**src/hw/rtl/fcrs_pkg.sv**
```systemverilog
// Package for the filled circle row span block: screen size, field widths,
// register indexes, reset values, pipeline types and the root digit step.
// No dependencies.
package fcrs_pkg;

  localparam int SCREEN_WIDTH  = 640;
  localparam int SCREEN_HEIGHT = 480;

  localparam int ROW_W     = 9;
  localparam int COL_W     = 10;
  localparam int CY_W      = 9;
  localparam int RAD_W     = 10;
  localparam int COLOR_W   = 8;
  localparam int CFG_W     = 10;
  localparam int CFG_IDX_W = 3;

  // radicand, root and the width that holds screen-size compares
  localparam int V_W    = 2 * RAD_W;
  localparam int ROOT_W = RAD_W;
  localparam int EXT_W  = 13;

  // root digits: STEPS_PER_STAGE * SQRT_STAGES must equal ROOT_W
  localparam int STEPS_PER_STAGE = 2;
  localparam int SQRT_STAGES     = ROOT_W / STEPS_PER_STAGE;

  localparam int IN_DATA_W  = 16;
  localparam int OUT_DATA_W = 40;
  localparam int OUT_USER_W = 1;

  typedef enum logic [CFG_IDX_W-1:0] {
    REG_CENTER_X   = 3'd0,
    REG_CENTER_Y   = 3'd1,
    REG_RADIUS     = 3'd2,
    REG_FILL_COLOR = 3'd3
  } cfg_reg_e;

  localparam logic [COL_W-1:0]   CENTER_X_RST   = 10'd320;
  localparam logic [CY_W-1:0]    CENTER_Y_RST   = 9'd240;
  localparam logic [RAD_W-1:0]   RADIUS_RST     = 10'd100;
  localparam logic [COLOR_W-1:0] FILL_COLOR_RST = 8'h30 | 8'h80;

  typedef struct packed {
    logic [ROW_W-1:0]  row;
    logic              in_band;
    logic [V_W-1:0]    x;   // remainder v - q^2 (scaled)
    logic [ROOT_W-1:0] q;   // root bits found so far
  } sqrt_stage_t;

  // One restoring digit of the integer square root at bit position i.
  function automatic sqrt_stage_t sqrt_step(sqrt_stage_t s, int unsigned i);
    sqrt_stage_t      r;
    logic [V_W+1:0]   trial;
    r     = s;
    trial = {{(V_W - ROOT_W){1'b0}}, s.q, 2'b01} << (2 * i);
    if ({2'b00, s.x} >= trial) begin
      r.x = s.x - trial[V_W-1:0];
      r.q = {s.q[ROOT_W-2:0], 1'b1};
    end else begin
      r.q = {s.q[ROOT_W-2:0], 1'b0};
    end
    return r;
  endfunction

endpackage

```
**src/hw/rtl/filled_circle_row_span_top.sv**
```systemverilog
// Filled circle row span: pipelined span generator with configuration registers.
// Depends on fcrs_pkg.

// Takes one row index per beat and returns, one beat per row, the clipped span
// [span_start, span_end) that a filled circle covers on that row, plus the fill
// color. Throughput is one row per cycle while the output is not held. From
// input beat to output beat a row passes the band-test and squares stages,
// the ten-digit integer square root (two digits per stage) and clipping.
// Each stage holds only while it is full and the next one cannot take its
// beat, so bubbles close up under back-pressure. Write center, radius and
// color through the cfg port only while no row is in flight.
module filled_circle_row_span_top (
  input  logic                            clk_i,
  input  logic                            rst_ni,
  input  logic                            cfg_we_i,
  input  logic [fcrs_pkg::CFG_IDX_W-1:0]  cfg_idx_i,
  input  logic [fcrs_pkg::CFG_W-1:0]      cfg_wdata_i,
  input  logic                            s_axis_tvalid_i,
  output logic                            s_axis_tready_o,
  input  logic [fcrs_pkg::IN_DATA_W-1:0]  s_axis_tdata_i,   // row[8:0], zero pad
  output logic                            m_axis_tvalid_o,
  input  logic                            m_axis_tready_i,
  // row_out[8:0], span_start[18:9], span_end[28:19], pixel_color[36:29], pad
  output logic [fcrs_pkg::OUT_DATA_W-1:0] m_axis_tdata_o,
  output logic [fcrs_pkg::OUT_USER_W-1:0] m_axis_tuser_o    // span_empty[0]
);
  import fcrs_pkg::*;

  localparam int NSTG = SQRT_STAGES + 4;  // s1, s2, root stages, output

  logic [COL_W-1:0]   cx_q;
  logic [CY_W-1:0]    cy_q;
  logic [RAD_W-1:0]   rad_q;
  logic [COLOR_W-1:0] color_q;

  always_ff @(posedge clk_i or negedge rst_ni) begin
    if (!rst_ni) begin
      cx_q    <= CENTER_X_RST;
      cy_q    <= CENTER_Y_RST;
      rad_q   <= RADIUS_RST;
      color_q <= FILL_COLOR_RST;
    end else if (cfg_we_i) begin
      case (cfg_reg_e'(cfg_idx_i))
        REG_CENTER_X:   cx_q    <= cfg_wdata_i[COL_W-1:0];
        REG_CENTER_Y:   cy_q    <= cfg_wdata_i[CY_W-1:0];
        REG_RADIUS:     rad_q   <= cfg_wdata_i[RAD_W-1:0];
        REG_FILL_COLOR: color_q <= cfg_wdata_i[COLOR_W-1:0];
        default: ;
      endcase
    end
  end

  // valid bits and per-stage load enables
  logic [NSTG-1:0] vld_q, vld_d, en;

  always_comb begin
    en[NSTG-1] = !vld_q[NSTG-1] || m_axis_tready_i;
    for (int k = NSTG - 2; k >= 0; k--) begin
      en[k] = !vld_q[k] || en[k+1];
    end
    vld_d[0] = s_axis_tvalid_i;
    for (int k = 1; k < NSTG; k++) begin
      vld_d[k] = vld_q[k-1];
    end
  end

  always_ff @(posedge clk_i or negedge rst_ni) begin
    if (!rst_ni) begin
      vld_q <= '0;
    end else begin
      for (int k = 0; k < NSTG; k++) begin
        if (en[k]) vld_q[k] <= vld_d[k];
      end
    end
  end

  assign s_axis_tready_o = en[0];

  // stage 1: band test and |row - cy|
  logic [ROW_W-1:0] in_row;
  logic [ROW_W-1:0] s1_row_q, s1_row_d;
  logic             s1_band_q, s1_band_d;
  logic [CY_W-1:0]  s1_dy_q, s1_dy_d;
  logic [RAD_W:0]   row_ext, cy_ext, rad_ext;

  assign in_row  = s_axis_tdata_i[ROW_W-1:0];
  assign row_ext = {(RAD_W + 1 - ROW_W)'(0), in_row};
  assign cy_ext  = {(RAD_W + 1 - CY_W)'(0), cy_q};
  assign rad_ext = {1'b0, rad_q};

  always_comb begin
    s1_row_d  = in_row;
    s1_band_d = (row_ext + rad_ext >= cy_ext) && (row_ext < cy_ext + rad_ext) &&
                ({(EXT_W - ROW_W)'(0), in_row} < EXT_W'(SCREEN_HEIGHT));
    s1_dy_d   = (in_row >= cy_q) ? in_row - cy_q : cy_q - in_row;
  end

  // stage 2: squares of radius and offset
  logic [ROW_W-1:0]  s2_row_q;
  logic              s2_band_q;
  logic [V_W-1:0]    s2_rr_q;
  logic [2*CY_W-1:0] s2_dd_q;

  always_ff @(posedge clk_i) begin
    if (en[0]) begin
      s1_row_q  <= s1_row_d;
      s1_band_q <= s1_band_d;
      s1_dy_q   <= s1_dy_d;
    end
    if (en[1]) begin
      s2_row_q  <= s1_row_q;
      s2_band_q <= s1_band_q;
      s2_rr_q   <= {(V_W - RAD_W)'(0), rad_q} * {(V_W - RAD_W)'(0), rad_q};
      s2_dd_q   <= {CY_W'(0), s1_dy_q} * {CY_W'(0), s1_dy_q};
    end
  end

  // root stages: stage 0 holds the radicand, each later one adds two digits
  sqrt_stage_t sq_q [SQRT_STAGES+1];
  sqrt_stage_t sq_d [SQRT_STAGES+1];
  sqrt_stage_t sq_tmp;

  always_comb begin
    sq_d[0].row     = s2_row_q;
    sq_d[0].in_band = s2_band_q;
    sq_d[0].x       = s2_rr_q - {(V_W - 2 * CY_W)'(0), s2_dd_q};
    sq_d[0].q       = '0;
    for (int j = 1; j <= SQRT_STAGES; j++) begin
      sq_tmp = sq_q[j-1];
      for (int k = 0; k < STEPS_PER_STAGE; k++) begin
        sq_tmp = sqrt_step(sq_tmp,
                           unsigned'(ROOT_W - 1 - (j - 1) * STEPS_PER_STAGE - k));
      end
      sq_d[j] = sq_tmp;
    end
  end

  always_ff @(posedge clk_i) begin
    for (int j = 0; j <= SQRT_STAGES; j++) begin
      if (en[j+2]) sq_q[j] <= sq_d[j];
    end
  end

  // output stage: round up for the left edge, clip both edges
  sqrt_stage_t        fin;
  logic [EXT_W-1:0]   cx_ext, s_ext, c_ext, start_ext, end_ext;
  logic               out_empty_d, out_empty_q;
  logic [COL_W-1:0]   out_start_d, out_end_d, out_start_q, out_end_q;
  logic [COLOR_W-1:0] out_color_d, out_color_q;
  logic [ROW_W-1:0]   out_row_q;

  always_comb begin
    fin       = sq_q[SQRT_STAGES];
    cx_ext    = {(EXT_W - COL_W)'(0), cx_q};
    s_ext     = {(EXT_W - ROOT_W)'(0), fin.q};
    c_ext     = s_ext + {(EXT_W - 1)'(0), (fin.x != '0)};
    start_ext = (c_ext > cx_ext) ? '0 : cx_ext - c_ext;
    end_ext   = cx_ext + s_ext;
    if (end_ext > EXT_W'(SCREEN_WIDTH)) end_ext = EXT_W'(SCREEN_WIDTH);
    out_empty_d = !fin.in_band || (start_ext >= end_ext);
    if (out_empty_d) begin
      out_start_d = '0;
      out_end_d   = '0;
      out_color_d = '0;
    end else begin
      out_start_d = start_ext[COL_W-1:0];
      out_end_d   = end_ext[COL_W-1:0];
      out_color_d = color_q;
    end
  end

  always_ff @(posedge clk_i) begin
    if (en[NSTG-1]) begin
      out_row_q   <= fin.row;
      out_start_q <= out_start_d;
      out_end_q   <= out_end_d;
      out_empty_q <= out_empty_d;
      out_color_q <= out_color_d;
    end
  end

  assign m_axis_tvalid_o = vld_q[NSTG-1];
  assign m_axis_tdata_o  = {(OUT_DATA_W - ROW_W - 2 * COL_W - COLOR_W)'(0),
                            out_color_q, out_end_q, out_start_q, out_row_q};
  assign m_axis_tuser_o  = out_empty_q;

  // an empty span carries zero edges and color
  a_empty_zero: assert property (@(posedge clk_i) disable iff (!rst_ni)
    m_axis_tvalid_o && m_axis_tuser_o[0] |-> m_axis_tdata_o[36:9] == '0)
    else $error("empty span with nonzero fields");

  // a filled span is well ordered and on screen
  a_span_order: assert property (@(posedge clk_i) disable iff (!rst_ni)
    m_axis_tvalid_o && !m_axis_tuser_o[0] |->
      (out_start_q < out_end_q) &&
      ({(EXT_W - COL_W)'(0), out_end_q} <= EXT_W'(SCREEN_WIDTH)))
    else $error("filled span out of order or off screen");

  // input stalls only when the whole pipe is full behind a held output
  a_stall_full: assert property (@(posedge clk_i) disable iff (!rst_ni)
    !s_axis_tready_o |-> m_axis_tvalid_o && !m_axis_tready_i && (&vld_q))
    else $error("input stalled with room in the pipe");

endmodule

```
**config.mk**
```make
export PLATFORM = sky130hd
export DESIGN_NAME = filled_circle_row_span_top
export DESIGN_NICKNAME = d
export VERILOG_FILES = /design/src/hw/rtl/fcrs_pkg.sv /design/src/hw/rtl/filled_circle_row_span_top.sv
export SDC_FILE = /design/constraint.sdc
export NUM_CORES = 1
export LEC_CHECK = 0
export BUFFER_PORTS_ARGS = -buffer_cell sky130_fd_sc_hd__buf_4
export CAP_MARGIN = 20
export CORE_MARGIN = 2
export CORE_UTILIZATION = 50
export DETAILED_ROUTE_END_ITERATION = 10
export HOLD_SLACK_MARGIN = 0.03
export PLACE_DENSITY = 0.76
export SETUP_SLACK_MARGIN = 0.1
export SLEW_MARGIN = 25
export SYNTH_ARGS = -nofsm -noshare
export SYNTH_HDL_FRONTEND = slang
export SYNTH_SLANG_ARGS = --single-unit
```
**constraint.sdc**
```tcl
create_clock -name clk_i -period 11 [get_ports clk_i]
set_clock_uncertainty 0.1 [all_clocks]
set_input_delay 0 -clock clk_i [delete_from_list [all_inputs] [get_ports clk_i]]
set_output_delay 0 -clock clk_i [all_outputs]
set_load 0.005 [all_outputs]
```
### Yosys cells after proc, flatten, opt, wreduce, memory -nomap -nowiden

Memory sizes are Yosys's and may differ from the RTL's.
Index checks and enable logic that the tools add are counted.

* register bits after elaboration: 151
* memory bits (writable): 240
* input bits: 34
* output and inout port bits: 43
* logic and storage cells: 129
* memories: 1

Memories
* sq_q: words 6, bits a word 40, rd ports 6, clocked after Yosys merged registers in 0, write ports 6, RTL line filled_circle_row_span_top.sv:119 `sqrt_stage_t sq_q [SQRT_STAGES+1];`

* add/subtract/negate cells: 18
* multiply operators: 2
* magnitude comparators: 17
* equality and inequality tests: 3
* muxes and demuxes: 35
* reductions and logical operators: 28

Operator list (count)
* $mux W20: 10
* $ge A20 B22 Y1: 5
* $sub A20 B20 Y20: 5
* $sub A20 B18 Y20: 2
* $add A9 B10 Y11: 2
* $mux W1: 22
* $ge A20 B12 Y1: 1
* $ge A20 B14 Y1: 1
* $ge A20 B16 Y1: 1
* $ge A20 B18 Y1: 1
* $ge A20 B20 Y1: 1
* $mul A10 B10 Y20: 1
* $reduce_bool A20 Y1: 1
* $sub A20 B12 Y20: 1
* $sub A20 B14 Y20: 1
* $sub A20 B16 Y20: 1
* $sub A20 B19 Y20 const B: 1
* $mul A9 B9 Y18: 1
* $sub A9 B9 Y9: 2
* $ge A13 B13 Y1: 1
* $mux W13: 1
* $sub A10 B11 Y12: 1
* $add A10 B1 Y11: 1
* $add A10 B10 Y11: 1
* 15 further kinds: 38

### Longest topological paths before layout

* depth in word-level cells: 10
* depth in mapped cells: 28
* gate-level depth less buffers: 25

### Least setup slack after synthesis

Ideal clock, no wire load.

* kind: reg2reg
* start: register rad_q[1]
* end: register s2_rr_q[16], data pin
* library setup time: 0.266 ns
* arrival time: 4.971 ns
* data required time: 10.634 ns
* path slack: 5.663 ns
* stages on the path, launching flop included: 16
* buffers on the path: 1
* period minus slack after synthesis: 5.337 ns
* cell sequence: dfrtp_1 -> clkbuf_1 -> and2_1 -> fa_1 -> inv_1 -> fa_1 -> inv_1 -> fa_1 -> fa_1 -> fa_1 -> ha_1 -> or3_1 -> a2111oi_0 -> o31ai_1 -> o41ai_1 -> xnor2_1

* cells in the longest elaborated chain, start to end: 1

RTL lines
* start: declaration: RTL line filled_circle_row_span_top.sv:33 `logic [RAD_W-1:0] rad_q;`
* start signal: assignment: RTL line filled_circle_row_span_top.sv:46 `REG_RADIUS: rad_q <= cfg_wdata_i[RAD_W-1:0];`
* $mul A10 B10 Y20: RTL line filled_circle_row_span_top.sv:113 `s2_rr_q <= {(V_W - RAD_W)'(0), rad_q} * {(V_W - RAD_W)'(0), rad_q};`
* end signal: assignment: RTL line filled_circle_row_span_top.sv:113
* end: declaration: RTL line filled_circle_row_span_top.sv:101 `logic [V_W-1:0] s2_rr_q;`

No other way between the ends.
A chain may end at the register's enable or synchronous reset.

==> results.yml <==
route:
  routed_wl_um: 51100
  routedWlPerCell_um: 16.6
  vias: 17000
  first_iter_violations: 913
  drtPass1Iterations: 5
  ant_nets: 0
  drcViolationCount: 0
  via_per_inst: 5.53
timing:
  relSlewSlack_pct: 37.4
  setup-tns-final_ns: 0
  worst_hold_slack_ns: 0.162
  min_period_ns: 6.32
  finalHoldViolations: 0
  finalMaxSlewViolations: 0
  worst_slew_pin_slew_ns: 0.935
  setup_viol: 0
  period_share_pct: 57.4
  fmax_ghz: 0.158
  rsz0062_at_grt: "no"
outcome:
  status: "finished clean"
worst_setup_path:
  crit_top_cell: "a21o_1"
  rr_worst_depth: 26
  critical_path.slowest_cell: "nand3_2"
  cp.arrival_ns: 6.58
  critical_path_class: "register to register"
  worstPathMaxFanout: 29
  start_kind: "register"
  path_buf_inv: 1
  cp-end-kind: "register"
  cp_top_family: "compound AO/OA/AOI/OAI gates"
  required_ns: 11.26
  worstSetupPathDepth: 26
  max_stage_delay_ns: 0.51
finish:
  drive_gt1_share_pct: 9.44
  final_nets: 2759
  antenna_cells: 0
  syn_to_final_growth_pct: 11.7
floorplanning:
  dieArea_sq_mm: 0.0512
  dieHeight_um: 226
  fp.coreArea_sq_mm: 0.0488
  pin_count: 77
  row_count: 81
  fp.dieW_um: 226
  initial_utilization_pct: 50.6
yosys:
  ys_seq_elements: 359
  yosysSeqAreaShare_pct: 42.8
  syn_avg_cell_area_sq_um: 10.9
  synth_edf_count: 313
  synth-compound-area-share_pct: 10.4
  muxShareOfSynthArea_pct: 2.25
  syn-instance-count: 2277
  synth-adder-area-share_pct: 19.7
  async_flop_share_pct: 12.8
  syn_area_sq_mm: 0.0247
  synth_top_family_by_area: "adder cells"
  synth_ff_type: "edfxtp_1"
  synthSimpleGateAreaFrac_pct: 14.3
  yosysUniqueCellTypes: 92
  synth_xor_area_share_pct: 6.03
  yosysWarnings: 0
clock_tree:
  clock_path_buffers: 3
  cts.root.buffer_cell: "clkbuf_16"
  htree_levels: 2
  cts-buffers-inserted: 36
  clock_sinks: 359
  clkTransAtPathRegs_ns: 0.07
  post_cts_buffers: 0
  holdBufCountCts: 37
  cts_tree: "built"
  worstSkewPairLatency_ns: 0.55
  cts-resized-gates: 0
grt:
  grt_pass1_wl_um: 86200
  overflow: 0
  grt_start_max_net_pins: 48
  antenna_found_initial: 1
  first_global_vias: 17700
  grt.total_usage_pct: 20.7
place:
  portBuffers: 66
  gp_congestion: 0.912
  dp_hpwl_um: 38900
min_path:
  min_path_cells: 3
  hold_class: "primary input to register"
run:
  maxCapViolations: 0
## placed cells by master, fill, tap and decap left out, types with 33 or more instances in the layout
cell type | synthesis | routed
o21ai_0 | 79 | 79
nand2_1 | 141 | 140
nor2_1 | 151 | 151
a21o_1 | 41 | 41
inv_1 | 247 | 246
edfxtp_1 | 313 | 313
ha_1 | 251 | 251
a21oi_1 | 110 | 110
and2_1 | 73 | 73
nand3_1 | 57 | 55
nor3_1 | 46 | 46
clkbuf_16 | 0 | 37
mux2_2 | 33 | 33
buf_4 | 5 | 78
xor2_1 | 47 | 47
fa_1 | 86 | 86
dfrtp_1 | 34 | 34
dlygate4sd3_1 | 0 | 36
xnor2_1 | 123 | 123
## worst paths after layout
check                           startpoint      endpoint  slack (ns)
max reg2reg                    sq_q[5][24]  out_end_q[6]        4.68
min in group asynchronous           rst_ni       cx_q[8]        0.53
min                        s_axis_tvalid_i      vld_q[0]        0.16
min reg2reg                    s2_row_q[0]   sq_q[0][31]        0.32
max in group asynchronous           rst_ni      vld_q[8]       10.00
max                            sq_q[5][24]  out_end_q[6]        4.68
## layer usage
metal  global-route usage [%]  vias up  wire length, um
li1                         -     8289                -
met1                     25.9     8220            21700
met2                     37.4      399            25700
met3                     2.54      112             2260
met4                     6.37        0             1440
met5                        0        -                0
## kinds of logic (layout without fill, tap and decap cells)
kind of cell | Yosys count | count (layout)
adders and majority gates | 337 | 337
buffers and inverters | 295 | 430
muxes | 51 | 51
other | 2 | 5
xor gates and xnor gates | 170 | 170
DFF | 359 | 359
and+or+nand+nor | 677 | 677
AOI/OAI and AO/OA | 386 | 386
## per-stage QoR
stage               utilization (%)  worst slack, ns  area, sq um  instances
floorplan                         -             5.66        24700       2280
global placement               53.1             4.49        25900       2976
detailed placement             53.1             4.32        26000       2976
CTS                            56.4             4.26        27600       3078
global route                   56.5             4.15        27600       3079
finish                         56.5             4.68        27600       3079
## cells in the mapped netlist, types with 9 or more instances
library cell | n | share of area [%]
a31oi_1 | 9 | 0.23
ha_1 | 251 | 13
o21bai_1 | 14 | 0.43
nor3_1 | 46 | 0.93
nor4_1 | 27 | 0.68
nor3b_1 | 10 | 0.30
nand3_1 | 57 | 1.2
xnor2_1 | 123 | 4.4
inv_1 | 247 | 3.8
a21o_1 | 41 | 1.2
dfrtp_1 | 34 | 3.4
edfxtp_1 | 313 | 38
fa_1 | 86 | 7.0
nand2_1 | 141 | 2.1
dfstp_2 | 12 | 1.3
nand4_1 | 17 | 0.43
and2_1 | 73 | 1.8
a211oi_1 | 11 | 0.33
mux2i_1 | 14 | 0.57
nand2b_1 | 29 | 0.73
o21ai_0 | 79 | 1.6
nor2b_1 | 29 | 0.73
or2_2 | 16 | 0.41
clkbuf_1 | 29 | 0.44
or3_1 | 22 | 0.56
and3_1 | 14 | 0.35
mux2_2 | 33 | 1.5
a21oi_1 | 110 | 2.2
o21a_1 | 22 | 0.67
nor2_1 | 151 | 2.3
xor2_1 | 47 | 1.7
o211ai_1 | 11 | 0.33
## sequential cells by signal, summed over array words and instances (netlist names), 10 cells and up
| signal | count |
|---|---|
| rad_q | 10 |
| cx_q | 10 |
| sq_q | 210 |
| out_end_q | 10 |
| s2_rr_q | 19 |
| s2_dd_q | 17 |
| out_start_q | 10 |
## tightest hold or removal path, stage by stage
cell,delay [ns]
dlygate4sd3_1,0.55
buf_4,0.11
nand2b_1,0.10
## final cells by class
| class | count | area (sq um) |
|---|---|---|
| well taps | 664 | 831 |
| inverters | 250 | 938 |
| repair buffers | 115 | 966 |
| clock buffers | 43 | 978 |
| clock inverters | 22 | 253 |
| flip-flops and latches | 359 | 10600 |
| multi-input cells | 1626 | 13100 |
| fillers | 4027 | 21300 |
Power is left out: the tool's default activity adds up to more than one toggle a clock period on the data nets, which glitch-free logic cannot reach.
